--- src/rtl/core/rldm_pkg.sv ---
package rldm_pkg;

  localparam int MAX_ITERATIONS = 50;
  localparam int COORD_WIDTH    = 32;
  localparam int CFG_IDX_W      = 8;
  localparam int CFG_DATA_W     = 48;
  localparam int TOL_LSB        = 16;
  localparam int CENTER_RR_TOL  = 281;

  // Register indexes of the configuration port
  localparam logic [CFG_IDX_W-1:0] REG_CENTER_X = 8'd0;
  localparam logic [CFG_IDX_W-1:0] REG_CENTER_Y = 8'd1;
  localparam logic [CFG_IDX_W-1:0] REG_COEF_K0  = 8'd2;
  localparam logic [CFG_IDX_W-1:0] REG_COEF_K1  = 8'd3;
  localparam logic [CFG_IDX_W-1:0] REG_COEF_K2  = 8'd4;
  localparam logic [CFG_IDX_W-1:0] REG_COEF_K3  = 8'd5;
  localparam logic [CFG_IDX_W-1:0] REG_COEF_K4  = 8'd6;
  localparam logic [CFG_IDX_W-1:0] REG_ENABLE   = 8'd7;

  typedef enum logic [1:0] {
    KIND_PASS,
    KIND_FWD,
    KIND_INV
  } kind_t;

  typedef struct packed {
    logic               req_type;
    logic signed [31:0] point_x;
    logic signed [31:0] point_y;
  } in_item_t;

  typedef struct packed {
    logic signed [31:0] result_x;
    logic signed [31:0] result_y;
    logic               converged;
  } out_item_t;

  typedef struct packed {
    kind_t              kind;
    logic signed [31:0] x;
    logic signed [31:0] y;
  } job_t;

  typedef struct packed {
    logic signed [31:0] center_x;
    logic signed [31:0] center_y;
    logic signed [47:0] k0;
    logic signed [47:0] k1;
    logic signed [47:0] k2;
    logic signed [47:0] k3;
    logic signed [47:0] k4;
    logic               enable;
  } cfg_t;

  typedef struct packed {
    logic        start;
    logic [63:0] radicand;
  } sqrt_req_t;

  typedef struct packed {
    logic        done;
    logic [31:0] root;
  } sqrt_rsp_t;

  typedef enum logic [3:0] {
    ST_IDLE,
    ST_DELTA,
    ST_MAG,
    ST_SQ_X,
    ST_SQ_Y,
    ST_SQRT_GO,
    ST_SQRT_WAIT,
    ST_MPREP,
    ST_MLO,
    ST_MHI,
    ST_MRND,
    ST_HADD,
    ST_AUPD,
    ST_CHECK,
    ST_OUT
  } back_state_t;

endpackage

--- src/rtl/core/rldm_front.sv ---
module rldm_front (
  input  logic              clk,
  input  logic              rst_n,
  input  logic              enable,
  input  logic              in_valid,
  output logic              in_ready,
  input  rldm_pkg::in_item_t in_data,
  output logic              q_valid,
  input  logic              q_ready,
  output rldm_pkg::job_t    q_job
);

  rldm_pkg::job_t mem_r [2];
  logic           wr_ptr_r, wr_ptr_nxt;
  logic           rd_ptr_r, rd_ptr_nxt;
  logic [1:0]     count_r, count_nxt;
  rldm_pkg::job_t job_in;
  logic           push, pop;

  // Classify the incoming request
  always_comb begin
    job_in.x = in_data.point_x;
    job_in.y = in_data.point_y;
    if (!enable) begin
      job_in.kind = rldm_pkg::KIND_PASS;
    end else if (in_data.req_type) begin
      job_in.kind = rldm_pkg::KIND_INV;
    end else begin
      job_in.kind = rldm_pkg::KIND_FWD;
    end
  end

  assign in_ready = (count_r != 2'd2);
  assign q_valid  = (count_r != 2'd0);
  assign q_job    = mem_r[rd_ptr_r];
  assign push     = in_valid && in_ready;
  assign pop      = q_valid && q_ready;

  // Advance queue pointers and fill level
  always_comb begin
    wr_ptr_nxt = push ? ~wr_ptr_r : wr_ptr_r;
    rd_ptr_nxt = pop ? ~rd_ptr_r : rd_ptr_r;
    count_nxt  = count_r + {1'b0, push} - {1'b0, pop};
  end

  always_ff @(posedge clk) begin
    if (!rst_n) begin
      wr_ptr_r <= 1'b0;
      rd_ptr_r <= 1'b0;
      count_r  <= 2'd0;
    end else begin
      wr_ptr_r <= wr_ptr_nxt;
      rd_ptr_r <= rd_ptr_nxt;
      count_r  <= count_nxt;
    end
  end

  // Hold queued jobs
  always_ff @(posedge clk) begin
    if (push) begin
      mem_r[wr_ptr_r] <= job_in;
    end
  end

endmodule

--- config.mk ---
export PLATFORM = sky130hd
export DESIGN_NAME = rldm_front
export DESIGN_NICKNAME = d
export VERILOG_FILES = /design/src/rtl/core/rldm_pkg.sv /design/src/rtl/core/rldm_front.sv
export SDC_FILE = /design/constraint.sdc
export NUM_CORES = 1
export LEC_CHECK = 0
export BUFFER_PORTS_ARGS = -buffer_cell sky130_fd_sc_hd__buf_2
export CORE_ASPECT_RATIO = 1.4
export CORE_MARGIN = 4
export CORE_UTILIZATION = 30
export CTS_CLUSTER_DIAMETER = 50
export DETAILED_ROUTE_END_ITERATION = 10
export PLACE_DENSITY = 0.57
export SYNTH_ARGS = -nofsm -noshare
export SYNTH_HDL_FRONTEND = slang
export SYNTH_SLANG_ARGS = --single-unit
export TNS_END_PERCENT = 100
--- constraint.sdc ---
create_clock -name clk -period 3.3 [get_ports clk]
set_clock_uncertainty 0.15 [all_clocks]
set_input_delay 0.495 -clock clk [delete_from_list [all_inputs] [get_ports clk]]
set_output_delay 0.495 -clock clk [all_outputs]
set_load 0.03 [all_outputs]
==> metrics.md, run 1 <==
| Metric | Value |
|---|---|
| Transition time at the pin with the least slew margin | 0.971 ns |
| F_max | 0.383 GHz |
| Initial antenna violation count | 0 |
| Final WL | 9.67 mm |
| Largest net degree at the start of global routing | 67 |
| Tightest Hold Check Type | input port to flip-flop |
| Pre-Repair DR Iteration Count | 4 |
| Layout cell share with drive strength beyond 1 | 53.2% |
| Worst skew pair latency | 0.40 ns |
| Clock transition at the registers of the reported paths | 0.06 ns |
| Setup Fix Bufs, Post-CTS | 0 |
| IO buf count | 137 |
| Yosys warns | 0 |
| Initial DRC Count | 86 |
| Post-route DRC | 0 |
| Pwr/cell area | 774 nW/um^2 |
| Overflow after GRT | 0 |
| R2R Path End | mem_r[1][5]$_DFFE_PP_ |
| H-tree levels | 4 |
| R2R Path Start | count_r[0]$_SDFF_PN0_ |
| Hold buffers post-CTS | 0 |
| Setup violators final | 0 |
| WS Path Type | flip-flop to output port |
| Final TNS setup | 0 ns |
| Pwr Total | 5.20 mW |
| R2R cell count | 2 |
| Slew margin rel. | 35.3% |
| Die span in y | 164 microns |
| Vias in the first global route | just under 3,000 |
| Final worst path period share | 79.2% |
| Final nets | 462 |
| Routed vias | 2,631 |
| Post-synthesis sequential area ratio | 78.1% |
| Syn Area/Cell | 22.0 sq um |
| Routed vias/inst | 4.14 |
| CP startpoint kind | flip-flop |
| Status | complete, no violations |
| Fin. max-slew vios | 0 |
| Die Area | 19,500 sq um |
| IO Count | 138 |
| Dpl hpwl | 6.47 mm |
| Final hold viol count | 0 |
| Peak VDD IR | 518 uV |
| Leakage | roughly 2.6 nW |
| CP Data Required Time | 2.65 ns |
| CTS tree | yes |
| Gr usage total | 10.2% |
| Syn nets | 308 |
| Ranking of synthesized cells by area | edfxtp_1 76%, mux2_4 12%, mux2_1 5.2% |
| Synthesized instance count | 237 |
| Element type at the critical path end | output port |
| Clock buffer depth | 2 |
| MaxCap Viol Count | 0 |
| Unrepaired setup endpoints after global routing | no |
| Area Growth Syn to Fin | 29.1% |
| GP Congestion | 0.660 |
| Reg2reg setup slack | approximately 1.2 ns |
| ANT nets after route | 0 |
| Root buf cell | clkbuf_16 |
| Largest fanout on the critical path | 32 |
| CORE AREA | 16,900 sq um |
| Crit path DAT | 1.97 ns |
| Seq cells post-synth | 137 |
| Total CTS buffers | 17 |
| Minimum clock period | roughly 2.6 ns |
| Multi-input logic area | around 1100 sq um |
| Share of the synthesized area in the top cell type | between 70% and 80% |
| Cts repair resizes | 0 |
| Rows | 56 |
| Hold_sp | in_data[31] |
| Sequential cell area | between 4000 and 5000 sq um |
| Clock sink count | 137 |
| First-pass GRT wire length | 15.0 mm |
| Cell accounting for the most synthesized area | edfxtp_1 |
| Cell area after synthesis | 5200 sq um |
| Post-synth cell types | 29 |
| Fillers | ~1,600 |
| Die width | between 100 and 150 microns |
| Hold path cells | 1 |
| Antenna Cells | 0 |
| Initial Util | a little under a third |
| Worst Hold End | mem_r[0][31]$_DFFE_PP_ |
| WL/cell | approximately 15 microns |
[logic make-up after synthesis]
kind of cell | after synthesis | synth area share [%]
simple gates | 17 | 2.14
buf+inv | 9 | 1.35
mux | 66 | 17.2
xor+xnor | 1 | 0.168
compound gates | 6 | 0.841
flops | 137 | 78.1
fa+ha+maj | 1 | 0.240
[cell usage after synthesis]
master    instances
edfxtp_1        132
mux2_4           40
mux2_1           24
dfxtp_1           5
buf_6             4
nor2_1            4
and2_1            2
buf_2             2
inv_1             2
mux2_2            2
nor2b_1           2
a21bo_1           1
a21oi_1           1
and3_1            1
and3_2            1
buf_4             1
ha_1              1
nand2b_1          1
nand3_1           1
nand3b_1          1
nor3_2            1
nor4_1            1
nor4bb_2          1
o21ai_0           1
o21ai_1           1
o21ba_2           1
o31a_1            1
or2_2             1
xor2_1            1
[layout make-up]
type | instances | share of cell area [%]
Clock buffer | 28 | 7.39
Clock inverter | 4 | 0.708
Inverter | 2 | 0.112
Multi-Input combinational cell | 91 | 16.0
Sequential cell | 137 | 60.5
Tap cell | 232 | 4.32
Timing Repair Buffer | 142 | 10.9
[worst max-delay path, cell delays in order (launching register included)]
cell     delay (ns)
dfxtp_4        0.74
buf_4          0.30
mux2_1         0.33
buf_2          0.18
[routing by layer]
layer | up-vias | GRT usage (%) | wire length (microns)
met5 | - | 0 | 0
met4 | 0 | 4.85 | 189
met3 | 17 | 3.79 | 559
met2 | 89 | 18.1 | 5230
met1 | 1283 | 10.5 | 3700
li1 | 1242 | - | -
[stage by stage]
| stage | instance area [sq um] | setup slack, ns | util (%) | instances | hold slack [ns] |
|---|---|---|---|---|---|
| after global placement | 6170 | 1.08 | 36.6 | 604 | 0.338 |
| after CTS | 6720 | 0.618 | 39.8 | 636 | 0.0924 |
| after floorplan | 5200 | 0.544 | - | 237 | 0.322 |
| after detailed placement | 6170 | 1.08 | 36.6 | 604 | 0.354 |
| final | 6720 | 0.687 | 39.8 | 636 | 0.126 |
| after global routing | 6720 | 0.570 | 39.8 | 636 | 0.0923 |
[placed cells by master (no fill, tap or decap), types with 2 or more instances in the layout]
master,synthesis,final
nor2_1,4,4
nor2b_1,2,2
and2_1,2,2
clkbuf_16,0,17
dfxtp_1,5,4
mux2_1,24,24
edfxtp_1,132,132
clkbuf_1,0,8
mux2_4,40,40
clkbuf_8,0,3
buf_2,2,137
mux2_2,2,2
clkinv_2,0,2
buf_4,1,4
[sequential cells by signal, summed over array words and instances, names as in the netlist, named ones only]
name and count:
count_r 2, wr_ptr_r 1, rd_ptr_r 1, mem_r 132
[report_power, final]
part           internal [mW]  leakage (nW)  switching (mW)
registers               2.12          1.28           0.109
logic                  0.487          1.03           0.741
clock network           1.10         0.263           0.651
[worst max path at each step]
stage | endpoint | cells past startpoint | slack (ns)
6_report | q_job[0] | 3 | 0.69
5_1_grt | q_job[0] | 3 | 0.57
4_1_cts | q_job[0] | 3 | 0.62
3_5_place_dp | q_job[9] | 3 | 1.08
3_3_place_gp | q_job[11] | 3 | 1.08
2_1_floorplan | mem_r[0][0]$_DFFE_PP_ | 3 | 0.54
Note: power is estimated with default switching activity, not from simulation.
==> inputs of run 2 (changes only) <==
- PLACE_DENSITY: 0.57 -> 0.59
- clock period: 3.3 -> 2.15 ns (I/O delays scaled with it)
==> run 2 against run 1 <==
Compared with the run above: power rose by 67%; worst setup slack got worse by 0.59 ns; first-iteration DRC count rose by 23%; count of clock-buffer cells in the layout fell by 9; sequential power rose by 50%; worst hold slack got worse by 0.066 ns.
==> metrics.md, run 2 (synthesized netlist as in run 1, its figures left out) <==
| Metric | Value |
|---|---|
| Status | complete, no violations (unchanged) |
| Final WL | 10.2 mm (was 9.67 mm) |
| Hold_sp | in_data[64] (was in_data[31]) |
| DP Area | 6230 sq um (was 6170 sq um) |
| Worst skew pair latency | 0.41 ns (was 0.40 ns) |
| Element type at the critical path end | output port (unchanged) |
| IO buf count | 137 (unchanged) |
| WL/cell | 14.4 microns (was 15.2 microns) |
| Crit path max-delay family | flip-flops (unchanged) |
| Vias in the first global route | 3,219 (was 2,966) |
| Layout cell share with drive strength beyond 1 | 47.7% (was 53.2%) |
| F_max | between 0.4 and 0.5 GHz |
| Setup violators final | 0 (unchanged) |
| Unrepaired setup endpoints after global routing | no (unchanged) |
| Initial antenna violation count | 1 (was 0) |
| Pre-Repair DR Iteration Count | 4 (unchanged) |
| Pwr/cell area | 1150 nW/um^2 (was 774 nW/um^2) |
| CP bufs+invs | 2 (unchanged) |
| Post-route DRC | 0 (unchanged) |
| CP Data Required Time | 1.68 ns (was 2.65 ns) |
| Final hold viol count | 0 (unchanged) |
| CORE AREA | 16,900 sq um (unchanged) |
| Most frequent cells in the layout | 137 x buf_2, 132 x edfxtp_1, 65 x dlygate4sd3_1 (was 137 x buf_2, 132 x edfxtp_1, 40 x mux2_4) |
| Die width | 119 microns (unchanged) |
| CTS tree | yes (unchanged) |
| Total CTS buffers | 17 (unchanged) |
| Initial DRC Count | 106 (was 86) |
| Post-route cell area | 7560 sq um (was 6720 sq um) |
| Cts repair resizes | 0 (unchanged) |
| Die Area | 19,500 sq um (unchanged) |
| Minimum clock period | roughly 2 ns |
| Pwr Total | 8.67 mW (was 5.20 mW) |
| WS Path Type | flip-flop to output port (unchanged) |
| Fin. max-slew vios | 0 (unchanged) |
| IO Count | 138 (unchanged) |
| Fin util | 44.8% (was 39.8%) |
| First-pass GRT wire length | 15.9 mm (was 15.0 mm) |
| Die span in y | 164 microns (unchanged) |
| Final nets | 530 (was 462) |
| Overflow after GRT | 0 (unchanged) |
| Area Growth Syn to Fin | 45.3% (was 29.1%) |
| Routed vias/inst | 4.13 (was 4.14) |
| Slowest stage cell, crit path | dfxtp_4 (unchanged) |
| R2R Path Start | count_r[1]$_SDFF_PN0_ (was count_r[0]$_SDFF_PN0_) |
| Top flop regs | mem_r (132), count_r (2) (unchanged) |
| Clock buffer depth | 2 (unchanged) |
| Transition time at the pin with the least slew margin | 0.447 ns (was 0.971 ns) |
| Rows | 56 (unchanged) |
| Commonest non-fill, non-tap cell in the layout | buf_2 (unchanged) |
| H-tree levels | 4 (unchanged) |
| Final worst path period share | 95.7% |
| Largest fanout on the critical path | 26 (was 32) |
| Tightest Hold Check Type | input port to flip-flop (unchanged) |
| Largest net degree at the start of global routing | 38 (was 67) |
| Clock sink count | 137 (unchanged) |
| Routed vias | 2,913 (was 2,631) |
| Reg2reg setup slack | 0.33 ns (was 1.22 ns) |
| Gr usage total | 10.8% (was 10.2%) |
| Peak VDD IR | 505 uV (was 518 uV) |
| MaxCap Viol Count | 0 (unchanged) |
| Top reg by flops | mem_r (unchanged) |
| Root buf cell | clkbuf_16 (unchanged) |
| Leakage | 2.93 nW (was 2.57 nW) |
| ANT nets after route | 0 (unchanged) |
| Crit path DAT | 1.58 ns (was 1.97 ns) |
| CP startpoint kind | flip-flop (unchanged) |
| GP Congestion | 0.645 (was 0.660) |
| Worst path cell trace | buf_12 -> mux2_1 -> buf_2 (was buf_4 -> mux2_1 -> buf_2) |
| Crit path largest cell delay | 0.40 ns (was 0.74 ns) |
| Clock transition at the registers of the reported paths | 0.05 ns (was 0.06 ns) |
| Dpl hpwl | 6.68 mm (was 6.47 mm) |
| Slew margin rel. | 70.2% (was 35.3%) |
| Initial Util | 30.8% (unchanged) |
| Max reg flops | 132 (unchanged) |
==> run 2: path summary, 6_finish.rpt <==
check / depth (start not counted) / to
worst min register to register: 2 / rd_ptr_r$_SDFFE_PN0P_
worst max-delay path: 3 / q_job[13]
worst max register to register: 6 / count_r[1]$_SDFF_PN0_
worst min-delay path: 2 / mem_r[0][64]$_DFFE_PP_
==> run 2: final cells by class <==
cell class / instances / area (sq um)
Antenna cell: 1 / 2.50
Sequential cell: 137 / 4070
Tap cell: 232 / 290
Multi-Input combinational cell: 91 / 1080
Clock buffer: 19 / 433
Clock inverter: 13 / 224
Fill cell: 1490 / 9330
Inverter: 2 / 11.3
Timing Repair Buffer: 210 / 1450
==> run 2: stage by stage <==
step,hold WS [ns],TNS [ns],setup slack [ns],instances
floorplan,0.271,-2.61,-0.0395,237
finish,0.0600,0,0.0933,705
CTS,0.0368,0,0.0499,704
global placement,0.330,0,0.350,605
global route,0.0510,0,0.00233,705
detailed placement,0.347,0,0.336,605
==> run 2: layer usage <==
metal  track usage [%]  share of wire [%]  routed length, microns  up-vias
met3              3.96                6.1                     622       12
li1                  -                  -                       -     1389
met4              4.69                1.6                     161        0
met5                 0                  0                       0        -
met1              10.9                 37                    3800     1418
met2              19.8                 55                    5600       94
==> run 2: power by group <==
part	total [mW]	internal [mW]	switching [mW]
clock network	3.20	2.17	1.03
logic	2.13	0.871	1.26
registers	3.34	3.25	0.0888
==> run 2: timing repair <==
action,in CTS,in global routing
setup endpoints to repair,53,0
hold buffers,65,0
setup buffers,2,0
hold endpoints to repair,129,0
